### src/rtl/core/bb3_pkg.sv
package bb3_pkg;

  localparam int MAX_WIDTH  = 2048;
  localparam int MAX_HEIGHT = 2048;

  localparam int CFG_W     = 12;
  localparam int CFG_IDX_W = 8;

  // column index into the line stores, clamped width, row counter (runs to height + 1)
  localparam int COL_W = (MAX_WIDTH > 1) ? $clog2(MAX_WIDTH) : 1;
  localparam int WD_W  = $clog2(MAX_WIDTH + 1);
  localparam int HT_W  = $clog2(MAX_HEIGHT + 2);

  localparam int CH_W        = 8;
  localparam int WIN_N       = 9;
  localparam int SUM_W       = $clog2(WIN_N * ((1 << CH_W) - 1) + 1);
  localparam int CNT_W       = $clog2(WIN_N + 1);
  localparam int RECIP_SHIFT = 15;
  localparam int RECIP_W     = RECIP_SHIFT + 1;

  localparam int RESET_WIDTH  = 640;
  localparam int RESET_HEIGHT = 480;

  localparam logic [CFG_IDX_W-1:0] REG_FRAME_WIDTH  = CFG_IDX_W'(0);
  localparam logic [CFG_IDX_W-1:0] REG_FRAME_HEIGHT = CFG_IDX_W'(1);

  typedef struct packed {
    logic [CH_W-1:0] red;
    logic [CH_W-1:0] green;
    logic [CH_W-1:0] blue;
  } pixel_t;

  typedef pixel_t [WIN_N-1:0] nbhd_t;

  typedef struct packed {
    logic            req_type;
    logic [CH_W-1:0] in_red;
    logic [CH_W-1:0] in_green;
    logic [CH_W-1:0] in_blue;
  } in_beat_t;

  typedef struct packed {
    logic [CH_W-1:0] out_red;
    logic [CH_W-1:0] out_green;
    logic [CH_W-1:0] out_blue;
    logic            frame_done;
  } out_beat_t;

  typedef struct packed {
    logic             en;
    logic [COL_W-1:0] addr;
  } line_rd_t;

  typedef struct packed {
    logic left_out;
    logic right_out;
    logic top_out;
    logic bot_out;
    logic done;
  } edge_flags_t;

  typedef struct packed {
    pixel_t           pix;
    logic [COL_W-1:0] col;
    logic             have;
    edge_flags_t      flags;
  } scan_item_t;

  function automatic logic [WD_W-1:0] clamp_width(input logic [CFG_W-1:0] v);
    if (v == '0) return WD_W'(1);
    if (int'(v) > MAX_WIDTH) return WD_W'(MAX_WIDTH);
    return WD_W'(v);
  endfunction

  function automatic logic [HT_W-1:0] clamp_height(input logic [CFG_W-1:0] v);
    if (v == '0) return HT_W'(1);
    if (int'(v) > MAX_HEIGHT) return HT_W'(MAX_HEIGHT);
    return HT_W'(v);
  endfunction

  // ceil(2^shift / n); exact floor division for every sum the window can produce
  function automatic logic [RECIP_W-1:0] recip(input logic [CNT_W-1:0] cnt);
    logic [RECIP_W-1:0] r;
    unique case (cnt)
      CNT_W'(2): r = RECIP_W'(((1 << RECIP_SHIFT) + 1) / 2);
      CNT_W'(3): r = RECIP_W'(((1 << RECIP_SHIFT) + 2) / 3);
      CNT_W'(4): r = RECIP_W'(((1 << RECIP_SHIFT) + 3) / 4);
      CNT_W'(6): r = RECIP_W'(((1 << RECIP_SHIFT) + 5) / 6);
      CNT_W'(9): r = RECIP_W'(((1 << RECIP_SHIFT) + 8) / 9);
      default:   r = RECIP_W'(1 << RECIP_SHIFT);
    endcase
    return r;
  endfunction

endpackage

### src/rtl/core/bb3_scan.sv
module bb3_scan (
  input  logic                                 clk,
  input  logic                                 rst,
  input  logic                                 pix_valid,
  output logic                                 pix_ready,
  input  bb3_pkg::in_beat_t                    pix,
  input  logic                                 cfg_valid,
  output logic                                 cfg_ready,
  input  logic [bb3_pkg::CFG_IDX_W-1:0]        cfg_index,
  input  logic [bb3_pkg::CFG_W-1:0]            cfg_data,
  output logic                                 item_valid,
  output bb3_pkg::scan_item_t                  item,
  input  logic                                 item_ready,
  output bb3_pkg::line_rd_t                    rd
);

  logic [bb3_pkg::WD_W-1:0]  width;
  logic [bb3_pkg::HT_W-1:0]  height;
  logic [bb3_pkg::COL_W-1:0] col, col_next;
  logic [bb3_pkg::HT_W-1:0]  row, row_next;
  logic [bb3_pkg::COL_W-1:0] c;
  logic                      flushing, ignore, accept, take, wrap, first_col;
  logic                      wr_width, wr_height;
  bb3_pkg::scan_item_t       item_next;

  assign cfg_ready = 1'b1;
  assign wr_width  = cfg_valid && (cfg_index == bb3_pkg::REG_FRAME_WIDTH);
  assign wr_height = cfg_valid && (cfg_index == bb3_pkg::REG_FRAME_HEIGHT);

  always_comb begin
    c         = (bb3_pkg::WD_W'(col) >= width) ? '0 : col;
    first_col = (c == '0);
    flushing  = row >= height;
    ignore    = !flushing && pix.req_type;
    pix_ready = !item_valid || item_ready;
    accept    = pix_valid && pix_ready;
    take      = accept && !ignore;
    wrap      = (bb3_pkg::WD_W'(c) + bb3_pkg::WD_W'(1)) >= width;

    item_next.pix = flushing ? '0 : bb3_pkg::pixel_t'{red:   pix.in_red,
                                                      green: pix.in_green,
                                                      blue:  pix.in_blue};
    item_next.col = c;
    // first column finishes the previous row's last pixel
    item_next.have            = first_col ? (row >= bb3_pkg::HT_W'(2))
                                          : (row >= bb3_pkg::HT_W'(1));
    item_next.flags.left_out  = (c == bb3_pkg::COL_W'(1)) || (width == bb3_pkg::WD_W'(1));
    item_next.flags.right_out = first_col;
    item_next.flags.top_out   = first_col ? (row == bb3_pkg::HT_W'(2))
                                          : (row == bb3_pkg::HT_W'(1));
    item_next.flags.bot_out   = first_col ? (row > height) : (row >= height);
    item_next.flags.done      = first_col && (row == height + bb3_pkg::HT_W'(1));

    rd.en   = take;
    rd.addr = c;

    col_next = col;
    row_next = row;
    if (wr_width || wr_height) begin
      col_next = '0;
      row_next = '0;
    end else if (take) begin
      if (item_next.flags.done) begin
        col_next = '0;
        row_next = '0;
      end else if (wrap) begin
        col_next = '0;
        row_next = row + bb3_pkg::HT_W'(1);
      end else begin
        col_next = c + bb3_pkg::COL_W'(1);
      end
    end
  end

  always_ff @(posedge clk) begin
    if (rst) begin
      width      <= bb3_pkg::clamp_width(bb3_pkg::CFG_W'(bb3_pkg::RESET_WIDTH));
      height     <= bb3_pkg::clamp_height(bb3_pkg::CFG_W'(bb3_pkg::RESET_HEIGHT));
      col        <= '0;
      row        <= '0;
      item_valid <= 1'b0;
    end else begin
      if (wr_width) begin
        width <= bb3_pkg::clamp_width(cfg_data);
      end
      if (wr_height) begin
        height <= bb3_pkg::clamp_height(cfg_data);
      end
      col <= col_next;
      row <= row_next;
      if (take) begin
        item_valid <= 1'b1;
      end else if (item_ready) begin
        item_valid <= 1'b0;
      end
    end
  end

  always_ff @(posedge clk) begin
    if (take) begin
      item <= item_next;
    end
  end

endmodule

### config.mk
export PLATFORM = sky130hd
export DESIGN_NAME = bb3_scan
export DESIGN_NICKNAME = d
export VERILOG_FILES = /design/src/rtl/core/bb3_pkg.sv /design/src/rtl/core/bb3_scan.sv
export SDC_FILE = /design/constraint.sdc
export NUM_CORES = 1
export LEC_CHECK = 0
export ABC_AREA = 1
export BUFFER_PORTS_ARGS = -buffer_cell sky130_fd_sc_hd__buf_2
export CORE_MARGIN = 4
export CORE_UTILIZATION = 50
export CTS_CLUSTER_DIAMETER = 80
export DETAILED_ROUTE_END_ITERATION = 10
export GPL_TIMING_DRIVEN = 0
export PLACE_DENSITY = 0.77
export SLEW_MARGIN = 40
export SYNTH_ARGS = -nofsm -noshare
export SYNTH_HDL_FRONTEND = slang
export SYNTH_SLANG_ARGS = --single-unit
### constraint.sdc
create_clock -name clk -period 7.75 [get_ports clk]
set_input_delay 0.3875 -clock clk [delete_from_list [all_inputs] [get_ports clk]]
set_output_delay 0.3875 -clock clk [all_outputs]
set_load 0.005 [all_outputs]
==> flow_metrics.tcl <==
set metrics [dict create \
    grt_util_all_layers_pct 21.27 \
    seqPwrFrac_pct 54.5 \
    crit_buf_inv 4 \
    ys_seq_elements 89 \
    num_antenna_cells 0 \
    cp-start-kind "flip-flop" \
    netlist_instances 694 \
    wirelength_um 13540 \
    netlist.area_leader.share_pct 22.74 \
    ant_nets 0 \
    cts-root-buf "clkbuf_8" \
    cp_cell_sequence "ha_1, nand2_1, nand2_1, nand2_1, nand2_1, a21oi_2, nand2_1, buf_2, inv_2, nand2_1, nor2_1, nand4_1, nor3_1, ha_1, nand2_1, nor2_1, a211oi_1, nand4_1, inv_1, clkbuf_1, nand3_1, a21oi_1" \
    wl_per_cell_um 14.25 \
    rows 37 \
    synth.most_common_cell "nand2_1" \
    cts_tree "done" \
    p_int_mw 0.7132 \
    finClkSkew_ps 10.40 \
    cts_buffer_depth 2 \
    worst_pin_slew_ps 608.3 \
    sw_frac_of_total_pct 22.95 \
    clk_pin_slew_worst_paths_ps 90 \
    grt_pass1_vias 4761 \
    numCtsBuffers 9 \
    netlist_area_um2 5415 \
    gp_congestion 0.8995 \
    worst-setup-path-type "flip-flop to flip-flop" \
    initial_utilization_pct 51.99 \
    htreeDepth 3 \
    first_pass_iters 5 \
    ys_types 40 \
    p_comb_share_pct 6.9 \
    yosys_most_used_dff "dfxtp_1" \
    synth-seq-area-share_pct 40.48 \
    finalSetupViolCount 0 \
    final_net_count 901 \
    crit_family "simple AND/OR/NAND/NOR gates" \
    cts_setup_buffers 0 \
    drt_iter0_drc 412 \
    numClockSinks 89 \
    crit_arrival_ps 4560 \
    cp.required_ps 8040 \
    finalCriticalPeriod_ps 4271 \
    cts_hold_buf 0 \
    synth_fp_nets 786 \
    synthTopCellsByCount "nand2_1, inv_1, nor2_1" \
    grt_overflow_total 0 \
    fin_setup_tns_ps 0 \
    max_freq_mhz 234.1 \
    synth_top_cell_by_area "edfxtp_1" \
    hold_path.class "primary input to flip-flop" \
    drv_slew 0 \
    grt_max_degree 52 \
    slowest_stage "dfxtp_1" \
    period_share_pct 55.11 \
    die-area_um2 12560 \
    fp.dieW_um 112.1 \
    cts_resized 0 \
    utilization_pct 60.78 \
    drc 0 \
    slowest_delay_ps 500 \
    grt_setup_unrepaired "no" \
    cp-end-kind "flip-flop" \
    grt_pass1_wl_um 22140 \
    crit_fanout 10 \
    p_leak_nw 2.997 \
    synth_area_leaders "edfxtp_1, dfxtp_1, ha_1" \
    crit_path_frequent_cell "nand2_1" \
    pwr-share-clk_pct 38.6 \
    area_delta_synth_final_pct 16.91 \
    viasPerCell 5.306 \
    status "finished, final reports clean" \
    yosys_warnings 0 \
    syn_avg_cell_area_um2 7.803 \
    async_flop_share_pct 0 \
    relSlewSlack_pct 59.45 \
    via_count 5041 \
    peakVddDrop_mv 0.1103 \
    clock_latency_ps 360 \
    synth_edf_count 41 \
    switching_power_mw 0.2125 \
    whs_ps 274.6 \
    drive_gt1_share_pct 20.39 \
    hold_viol 0 \
    core_area_um2 10420 \
    power_density_nw_per_um2 146.2 \
    cap_violations 0 \
    antenna_found_initial 0 \
    hpwl_um 10680 \
    io_pins 106 \
    n_fill_cell 921 \
    die_h_um 112.1 \
    port_buffers 104 \
]
-- worst reg2reg max path, delay by kind of cell (launching register included) --
family / cells / cell delay, ps
fa+ha+maj: 2 / 620
compound gates: 3 / 630
buf+inv: 4 / 930
simple gates: 13 / 1540
flops: 1 / 500
-- state kept, by name (all words and copies together) (netlist names) --
register and flops:
row 12, col 11, item 41, height 12, width 12, item_valid 1
-- kinds of logic (layout without fill, tap and decap cells) --
kind of cell / count (synthesis) / after routing / share of synthesized area (%)
buf+inv: 137 / 257 / 11.00
other cells: 1 / 1 / 0.06925
fa+ha+maj: 42 / 42 / 9.704
xor+xnor: 20 / 20 / 3.235
simple gates: 315 / 315 / 25.90
flops: 89 / 89 / 40.48
compound gates: 90 / 90 / 9.612
-- per-stage QoR --
step	cells	area, um2	worst slack, ps	power [mW]
finish	950	6331	3479	0.9256
floorplan	694	5415	4492	0.5456
global placement	934	6106	3773	0.5767
detailed placement	934	6108	3584	0.5794
CTS	950	6331	3552	0.9297
global route	950	6331	3130	0.9630
-- cells in the final DEF (no fill, tap or decap), types with 3 or more instances in the layout --
cell type / netlist / layout
nor2_1: 74 / 74
nand2_1: 138 / 138
a21oi_1: 46 / 46
nor4_1: 6 / 6
xnor2_1: 9 / 9
clkinv_1: 5 / 5
buf_4: 15 / 16
clkbuf_8: 0 / 9
o211ai_1: 4 / 4
inv_1: 93 / 93
inv_6: 0 / 3
o211ai_2: 3 / 3
o21ai_1: 3 / 3
xor2_1: 11 / 11
nand4_1: 37 / 37
inv_2: 6 / 6
buf_2: 7 / 110
nor3_1: 8 / 8
ha_1: 42 / 42
dfxtp_1: 48 / 48
nand3_1: 38 / 38
clkbuf_1: 8 / 9
o21ai_0: 16 / 16
o22ai_1: 8 / 8
nor2_2: 6 / 6
a211oi_1: 3 / 3
edfxtp_1: 41 / 41
-- power by group through the flow --
stage	logic, mW	clock network, mW	registers, mW
after floorplan	0.0291	0	0.516
after detailed placement	0.0640	0	0.515
after CTS	0.0643	0.361	0.504
after global placement	0.0617	0	0.515
final	0.0639	0.357	0.504
after global routing	0.0708	0.387	0.506
-- routing by layer --
| layer | wire [um] | GRT usage [%] | vias up |
|---|---|---|---|
| li1 | - | - | 2515 |
| met1 | 5725 | 27.55 | 2297 |
| met2 | 6501 | 36.01 | 205 |
| met3 | 1050 | 4.151 | 24 |
| met4 | 264 | 6.731 | 0 |
| met5 | 0 | 0 | - |
-- cell type report --
cell class,instances,area [um2],area share [%]
Multi-Input combinational cell,468,2628,41.50
Sequential cell,89,2192,34.62
Timing Repair Buffer,104,520.5,8.221
Inverter,104,390.4,6.166
Buffer,33,207.7,3.281
Tap cell,136,170.2,2.688
Clock buffer,10,127.6,2.016
Clock inverter,6,95.09,1.502
-- final timing paths --
path	slack (ps)	cells after the start	start	to
max reg2reg	3480	22	col[5]	col[9]
min reg2reg	500	2	width[10]	width[10]
max	3480	22	col[5]	col[9]
min	270	2	rst	width[10]
No activity file was read; power rests on OpenSTA's default activity.
