==> config.mk <==
export PLATFORM = sky130hd
export DESIGN_NAME = bb3_average
export DESIGN_NICKNAME = d
export VERILOG_FILES = /design/src/rtl/core/bb3_pkg.sv /design/src/rtl/core/bb3_average.sv
export SDC_FILE = /design/constraint.sdc
export NUM_CORES = 1
export LEC_CHECK = 0
export BUFFER_PORTS_ARGS = -buffer_cell sky130_fd_sc_hd__buf_2
export CAP_MARGIN = 0
export CORE_MARGIN = 2
export CORE_UTILIZATION = 56
export DETAILED_ROUTE_END_ITERATION = 6
export GPL_ROUTABILITY_DRIVEN = 0
export HOLD_SLACK_MARGIN = 0.03
export PLACE_DENSITY = 0.89
export SYNTH_ARGS = -nofsm -noshare
export SYNTH_HDL_FRONTEND = slang
export SYNTH_SLANG_ARGS = --single-unit
==> constraint.sdc <==
create_clock -name clk -period 5.03 [get_ports clk]
set_input_delay 0.503 -clock clk [delete_from_list [all_inputs] [get_ports clk]]
set_output_delay 0.503 -clock clk [all_outputs]
set_load 0.02 [all_outputs]
==> src/rtl/core/bb3_pkg.sv <==
package bb3_pkg;

  localparam int MAX_WIDTH  = 2048;
  localparam int MAX_HEIGHT = 2048;

  localparam int CFG_W     = 12;
  localparam int CFG_IDX_W = 8;

  // column index into the line stores, clamped width, row counter (runs to height + 1)
  localparam int COL_W = (MAX_WIDTH > 1) ? $clog2(MAX_WIDTH) : 1;
  localparam int WD_W  = $clog2(MAX_WIDTH + 1);
  localparam int HT_W  = $clog2(MAX_HEIGHT + 2);

  localparam int CH_W        = 8;
  localparam int WIN_N       = 9;
  localparam int SUM_W       = $clog2(WIN_N * ((1 << CH_W) - 1) + 1);
  localparam int CNT_W       = $clog2(WIN_N + 1);
  localparam int RECIP_SHIFT = 15;
  localparam int RECIP_W     = RECIP_SHIFT + 1;

  localparam int RESET_WIDTH  = 640;
  localparam int RESET_HEIGHT = 480;

  localparam logic [CFG_IDX_W-1:0] REG_FRAME_WIDTH  = CFG_IDX_W'(0);
  localparam logic [CFG_IDX_W-1:0] REG_FRAME_HEIGHT = CFG_IDX_W'(1);

  typedef struct packed {
    logic [CH_W-1:0] red;
    logic [CH_W-1:0] green;
    logic [CH_W-1:0] blue;
  } pixel_t;

  typedef pixel_t [WIN_N-1:0] nbhd_t;

  typedef struct packed {
    logic            req_type;
    logic [CH_W-1:0] in_red;
    logic [CH_W-1:0] in_green;
    logic [CH_W-1:0] in_blue;
  } in_beat_t;

  typedef struct packed {
    logic [CH_W-1:0] out_red;
    logic [CH_W-1:0] out_green;
    logic [CH_W-1:0] out_blue;
    logic            frame_done;
  } out_beat_t;

  typedef struct packed {
    logic             en;
    logic [COL_W-1:0] addr;
  } line_rd_t;

  typedef struct packed {
    logic left_out;
    logic right_out;
    logic top_out;
    logic bot_out;
    logic done;
  } edge_flags_t;

  typedef struct packed {
    pixel_t           pix;
    logic [COL_W-1:0] col;
    logic             have;
    edge_flags_t      flags;
  } scan_item_t;

  function automatic logic [WD_W-1:0] clamp_width(input logic [CFG_W-1:0] v);
    if (v == '0) return WD_W'(1);
    if (int'(v) > MAX_WIDTH) return WD_W'(MAX_WIDTH);
    return WD_W'(v);
  endfunction

  function automatic logic [HT_W-1:0] clamp_height(input logic [CFG_W-1:0] v);
    if (v == '0) return HT_W'(1);
    if (int'(v) > MAX_HEIGHT) return HT_W'(MAX_HEIGHT);
    return HT_W'(v);
  endfunction

  // ceil(2^shift / n); exact floor division for every sum the window can produce
  function automatic logic [RECIP_W-1:0] recip(input logic [CNT_W-1:0] cnt);
    logic [RECIP_W-1:0] r;
    unique case (cnt)
      CNT_W'(2): r = RECIP_W'(((1 << RECIP_SHIFT) + 1) / 2);
      CNT_W'(3): r = RECIP_W'(((1 << RECIP_SHIFT) + 2) / 3);
      CNT_W'(4): r = RECIP_W'(((1 << RECIP_SHIFT) + 3) / 4);
      CNT_W'(6): r = RECIP_W'(((1 << RECIP_SHIFT) + 5) / 6);
      CNT_W'(9): r = RECIP_W'(((1 << RECIP_SHIFT) + 8) / 9);
      default:   r = RECIP_W'(1 << RECIP_SHIFT);
    endcase
    return r;
  endfunction

endpackage

==> src/rtl/core/bb3_average.sv <==
module bb3_average (
  input  logic                  clk,
  input  logic                  rst,
  input  logic                  nb_valid,
  input  bb3_pkg::nbhd_t        nb_win,
  input  bb3_pkg::edge_flags_t  nb_flags,
  output logic                  nb_ready,
  output logic                  res_valid,
  output bb3_pkg::out_beat_t    res,
  input  logic                  res_ready
);

  typedef logic [bb3_pkg::WIN_N-1:0][bb3_pkg::CH_W-1:0] chan_vec_t;

  function automatic logic [bb3_pkg::SUM_W-1:0] sum9(input chan_vec_t v);
    logic [bb3_pkg::CH_W+1:0] c0, c1, c2;
    c0 = {2'b00, v[0]} + {2'b00, v[1]} + {2'b00, v[2]};
    c1 = {2'b00, v[3]} + {2'b00, v[4]} + {2'b00, v[5]};
    c2 = {2'b00, v[6]} + {2'b00, v[7]} + {2'b00, v[8]};
    return bb3_pkg::SUM_W'(c0) + bb3_pkg::SUM_W'(c1) + bb3_pkg::SUM_W'(c2);
  endfunction

  chan_vec_t                      red_v, green_v, blue_v;
  logic [1:0]                     ncols, nrows;
  logic [bb3_pkg::CNT_W-1:0]      cnt;
  logic                           sum_valid, sum_ready;
  logic [bb3_pkg::SUM_W-1:0]      sum_red, sum_green, sum_blue;
  logic [bb3_pkg::RECIP_W-1:0]    sum_recip;
  logic                           sum_done;
  logic [bb3_pkg::SUM_W+bb3_pkg::RECIP_W-1:0] prod_red, prod_green, prod_blue;

  assign sum_ready = !res_valid || res_ready;
  assign nb_ready  = !sum_valid || sum_ready;

  always_comb begin
    for (int i = 0; i < bb3_pkg::WIN_N; i++) begin
      // index is column * 3 + row
      if (((i / 3 == 0) && nb_flags.left_out) || ((i / 3 == 2) && nb_flags.right_out) ||
          ((i % 3 == 0) && nb_flags.top_out) || ((i % 3 == 2) && nb_flags.bot_out)) begin
        red_v[i]   = '0;
        green_v[i] = '0;
        blue_v[i]  = '0;
      end else begin
        red_v[i]   = nb_win[i].red;
        green_v[i] = nb_win[i].green;
        blue_v[i]  = nb_win[i].blue;
      end
    end
    ncols = 2'd3 - {1'b0, nb_flags.left_out} - {1'b0, nb_flags.right_out};
    nrows = 2'd3 - {1'b0, nb_flags.top_out} - {1'b0, nb_flags.bot_out};
    cnt   = {2'b00, ncols} * {2'b00, nrows};
  end

  always_ff @(posedge clk) begin
    if (rst) begin
      sum_valid <= 1'b0;
    end else if (nb_ready) begin
      sum_valid <= nb_valid;
    end
  end

  always_ff @(posedge clk) begin
    if (nb_valid && nb_ready) begin
      sum_red   <= sum9(red_v);
      sum_green <= sum9(green_v);
      sum_blue  <= sum9(blue_v);
      sum_recip <= bb3_pkg::recip(cnt);
      sum_done  <= nb_flags.done;
    end
  end

  // divide by 1..9 as a multiply by the rounded-up reciprocal
  assign prod_red   = {{bb3_pkg::RECIP_W{1'b0}}, sum_red}   * {{bb3_pkg::SUM_W{1'b0}}, sum_recip};
  assign prod_green = {{bb3_pkg::RECIP_W{1'b0}}, sum_green} * {{bb3_pkg::SUM_W{1'b0}}, sum_recip};
  assign prod_blue  = {{bb3_pkg::RECIP_W{1'b0}}, sum_blue}  * {{bb3_pkg::SUM_W{1'b0}}, sum_recip};

  always_ff @(posedge clk) begin
    if (rst) begin
      res_valid <= 1'b0;
    end else if (sum_ready) begin
      res_valid <= sum_valid;
    end
  end

  always_ff @(posedge clk) begin
    if (sum_valid && sum_ready) begin
      res.out_red    <= prod_red[bb3_pkg::RECIP_SHIFT +: bb3_pkg::CH_W];
      res.out_green  <= prod_green[bb3_pkg::RECIP_SHIFT +: bb3_pkg::CH_W];
      res.out_blue   <= prod_blue[bb3_pkg::RECIP_SHIFT +: bb3_pkg::CH_W];
      res.frame_done <= sum_done;
    end
  end

endmodule
==> key figures <==
Status
  • Status: complete, but fails checks
  • Failing checks: DRC, setup timing

Floorplanning
  • Core area: 0.0386 mm^2
  • Die H: 201 um
  • Io pins: 252
  • Initial Utilization: 0.566
  • Die area: 0.0405 mm^2
  • FP Rows: 72
  • Die width: 201 um

Global routing
  • Vias in the first global route: 20100
  • Initial antenna violation count: 2
  • Overflow after GRT: 0
  • Pin count of the biggest net entering global routing: 46
  • Tot GR Track Use: 0.321
  • First-pass GRT wire length: 101000 um

Clocking
  • Clk_lat worst skew: 0.38 ns
  • CTS tree: done
  • Clk sinks: 72
  • CTS Buf Count: 9
  • Worst-path clk slew: 0.07 ns
  • Htree depth: 3
  • Root Buffer: clkbuf_16
  • CTS Hold Bufs: 0
  • Max Root-Sink Buffers: 2

STA
  • Clock skew: 0.0113 ns
  • Max-slew violations: 0
  • Endpoints failing setup: 22
  • RSZ-0062 raised after global routing: yes
  • Min Tclk post-route: 5.67 ns
  • Relative slew slack: 0.311
  • Max Fclk: 176 MHz
  • Hold Violations, Final: 0
  • Setup ws final: -0.645 ns
  • Final period utilization: 1.13
  • Worst-Margin Slew: 1.03 ns

Final layout
  • Fillcell total: 2617
  • Register cell area after layout: 0.00214 mm^2
  • Design Area, Final: 0.0262 mm^2
  • Area of the multi-input gates: 0.0174 mm^2
  • Fin cells: 3211
  • Ratio of cells with drive above 1 in the final layout: 0.236
  • Area grow syn2layout: 19.9%
  • Fin nets: 3598

Job
  • Max Cap Viol: 0

Worst setup path
  • CP arrival: 5.78 ns
  • Slowest CP cell: fa_1
  • Reg-to-reg slack, setup: -0.64 ns
  • Critical Path RT: 5.13 ns
  • Crit start category: flop
  • Reg-to-reg startpoint: sum_green[6]
  • Crit. End Element: flop
  • Reg2Reg Capture Point: res[13]
  • Setup CP Type: reg -> reg
  • Crit-path cells: buf_4, nand2_1, fa_2, fa_1, inv_1, fa_1, fa_1, inv_1, fa_1, inv_1, ha_4, buf_4, nand4_1, nor2_1, nand2_1, o21ai_2, buf_4, o21bai_1, o31ai_1
  • Slowest Stage Delay on Critical Path: 0.64 ns
  • Critical Path Source: sum_green[6]
  • R2R depth: 19
  • Worst setup path end: res[13]
  • Top cell by count, worst path: fa_1
  • Crit Path Max Fanout: 4

Placed design
  • Placed inst area: 0.0250 mm^2
  • Port-buffer cells: 251
  • Cell count after placement: 3172
  • Pre-CTS setup slack: -0.300 ns
  • DP Wirelength: 53500 um

Synth
  • Avg Synthesized Cell Area: 9.60 um^2
  • Number of synthesized flops with an enable pin: 70
  • Most common flop cell mapped by yosys: edfxtp_1
  • Synthesized cell area: 0.0218 mm^2
  • Fraction of registers with async set/reset: 0
  • Synth unique cells: 54
  • Synthesized instance count: 2271
  • Synth Register Bits: 72
  • Mapped Nets: 3182
  • Ys Warns: 0
  • Sequential share of the synthesized area: 0.0982

Detailed routing
  • Via count: 18000
  • Pre-antenna DRT Iters: 7
  • WL/cell: 21.1 um
  • Total wire length: 67800 um
  • Post-DRT Antenna Nets: 0
  • 1st-iter DRT viols: 1887
  • DR vias/cell: 5.61
  • DRC Markers: 13

Worst hold path
  • Worst Hold Class: in -> reg
-- cells in the mapped netlist (all sizes together), types with 2 or more instances --
| cell | n | area (um^2) |
|---|---|---|
| a211o | 2 | 17.5 |
| a211oi | 5 | 37.5 |
| a21o | 14 | 105 |
| a21oi | 46 | 245 |
| a31oi | 4 | 25.0 |
| a41o | 2 | 20.0 |
| and2 | 161 | 1010 |
| and3 | 2 | 12.5 |
| and4 | 2 | 17.5 |
| and4b | 3 | 30.0 |
| buf | 2 | 16.3 |
| clkbuf | 41 | 154 |
| dfxtp | 2 | 40.0 |
| edfxtp | 70 | 2100 |
| fa | 510 | 10200 |
| ha | 176 | 2200 |
| inv | 713 | 2680 |
| nand2 | 217 | 815 |
| nand2b | 46 | 288 |
| nand3 | 4 | 20.0 |
| nand4 | 3 | 18.8 |
| nor2 | 27 | 101 |
| nor2b | 69 | 432 |
| nor3 | 4 | 20.0 |
| o211ai | 4 | 35.0 |
| o21a | 7 | 52.6 |
| o21ai | 24 | 135 |
| o21bai | 11 | 82.6 |
| o311ai | 2 | 17.5 |
| o31a | 2 | 18.8 |
| o31ai | 2 | 15.0 |
| or3 | 2 | 12.5 |
| xnor2 | 49 | 429 |
| xor2 | 29 | 254 |
-- cells in the final DEF (no fill, tap or decap), types with 33 or more instances in the layout --
cell / count
inv_1: 675
fa_1: 490
buf_2: 251
nand2_1: 182
buf_4: 172
ha_1: 154
and2_1: 145
edfxtp_1: 70
nor2b_1: 67
xnor2_1: 49
nand2b_1: 45
inv_2: 37
a21oi_1: 33
-- cell families after synthesis --
logic type,after synthesis,share of synthesized area
adders and majority gates,686,0.569
buffers and inverters,756,0.131
DFF,72,0.0982
AOI/OAI and AO/OA,133,0.0408
xor gates and xnor gates,79,0.0324
and+or+nand+nor,545,0.129
-- routing by layer --
metal | global-route usage | vias to the layer above | wire length, um
li1 | - | 7378 | -
met1 | 0.373 | 8748 | 22600
met2 | 0.555 | 1374 | 32400
met3 | 0.0549 | 527 | 6720
met4 | 0.204 | 0 | 6150
met5 | 0 | - | 0
-- worst min-delay path by stage --
stage,start,end,slack (ns),depth (start not counted)
2_1_floorplan,sum_done,res[0],0.40,0
3_3_place_gp,sum_done,res[0],0.40,0
3_5_place_dp,sum_done,res[0],0.41,0
4_1_cts,nb_flags[0],sum_done,0.29,1
5_1_grt,nb_flags[0],sum_done,0.30,1
6_report,nb_flags[0],sum_done,0.30,1
-- area by class of cell --
cell class | count | area share
diodes | 2 | 0.000191
clock buffers | 9 | 0.00861
clock inverters | 6 | 0.00416
inverters | 713 | 0.102
multi-input cells | 1443 | 0.667
flip-flops and latches | 72 | 0.0819
well taps | 518 | 0.0248
repair buffers | 448 | 0.111
-- what timing repair did --
item,4_1_cts,5_1_grt
endpoints found under the setup margin,23,24
resized for setup,97,83
buffers inserted,9,13
pin swaps,41,27
-- worst max-delay path, delay by kind of cell, from the launching register on --
kind | cells | cell delay (ns)
simple gates | 4 | 0.47
compound gates | 3 | 0.47
buf+inv | 6 | 0.75
fa+ha+maj | 6 | 3.19
flops | 1 | 0.53
-- sequential cells by signal, summed over array words and instances (netlist names) --
register	count
sum_red	12
sum_valid	1
sum_done	1
res	25
sum_recip	8
sum_green	12
res_valid	1
sum_blue	12
-- metrics by stage --
stage	TNS, ns	hold WS (ns)	utilization
floorplan	-0.0928	0.400	-
global placement	-0.440	0.404	0.649
detailed placement	-4.08	0.414	0.649
CTS	-1.21	0.295	0.669
global route	-7.52	0.300	0.678
finish	-5.32	0.299	0.678
Power is left out: the tool's default activity adds up to more than one toggle a clock period on the data nets, which glitch-free logic cannot reach.
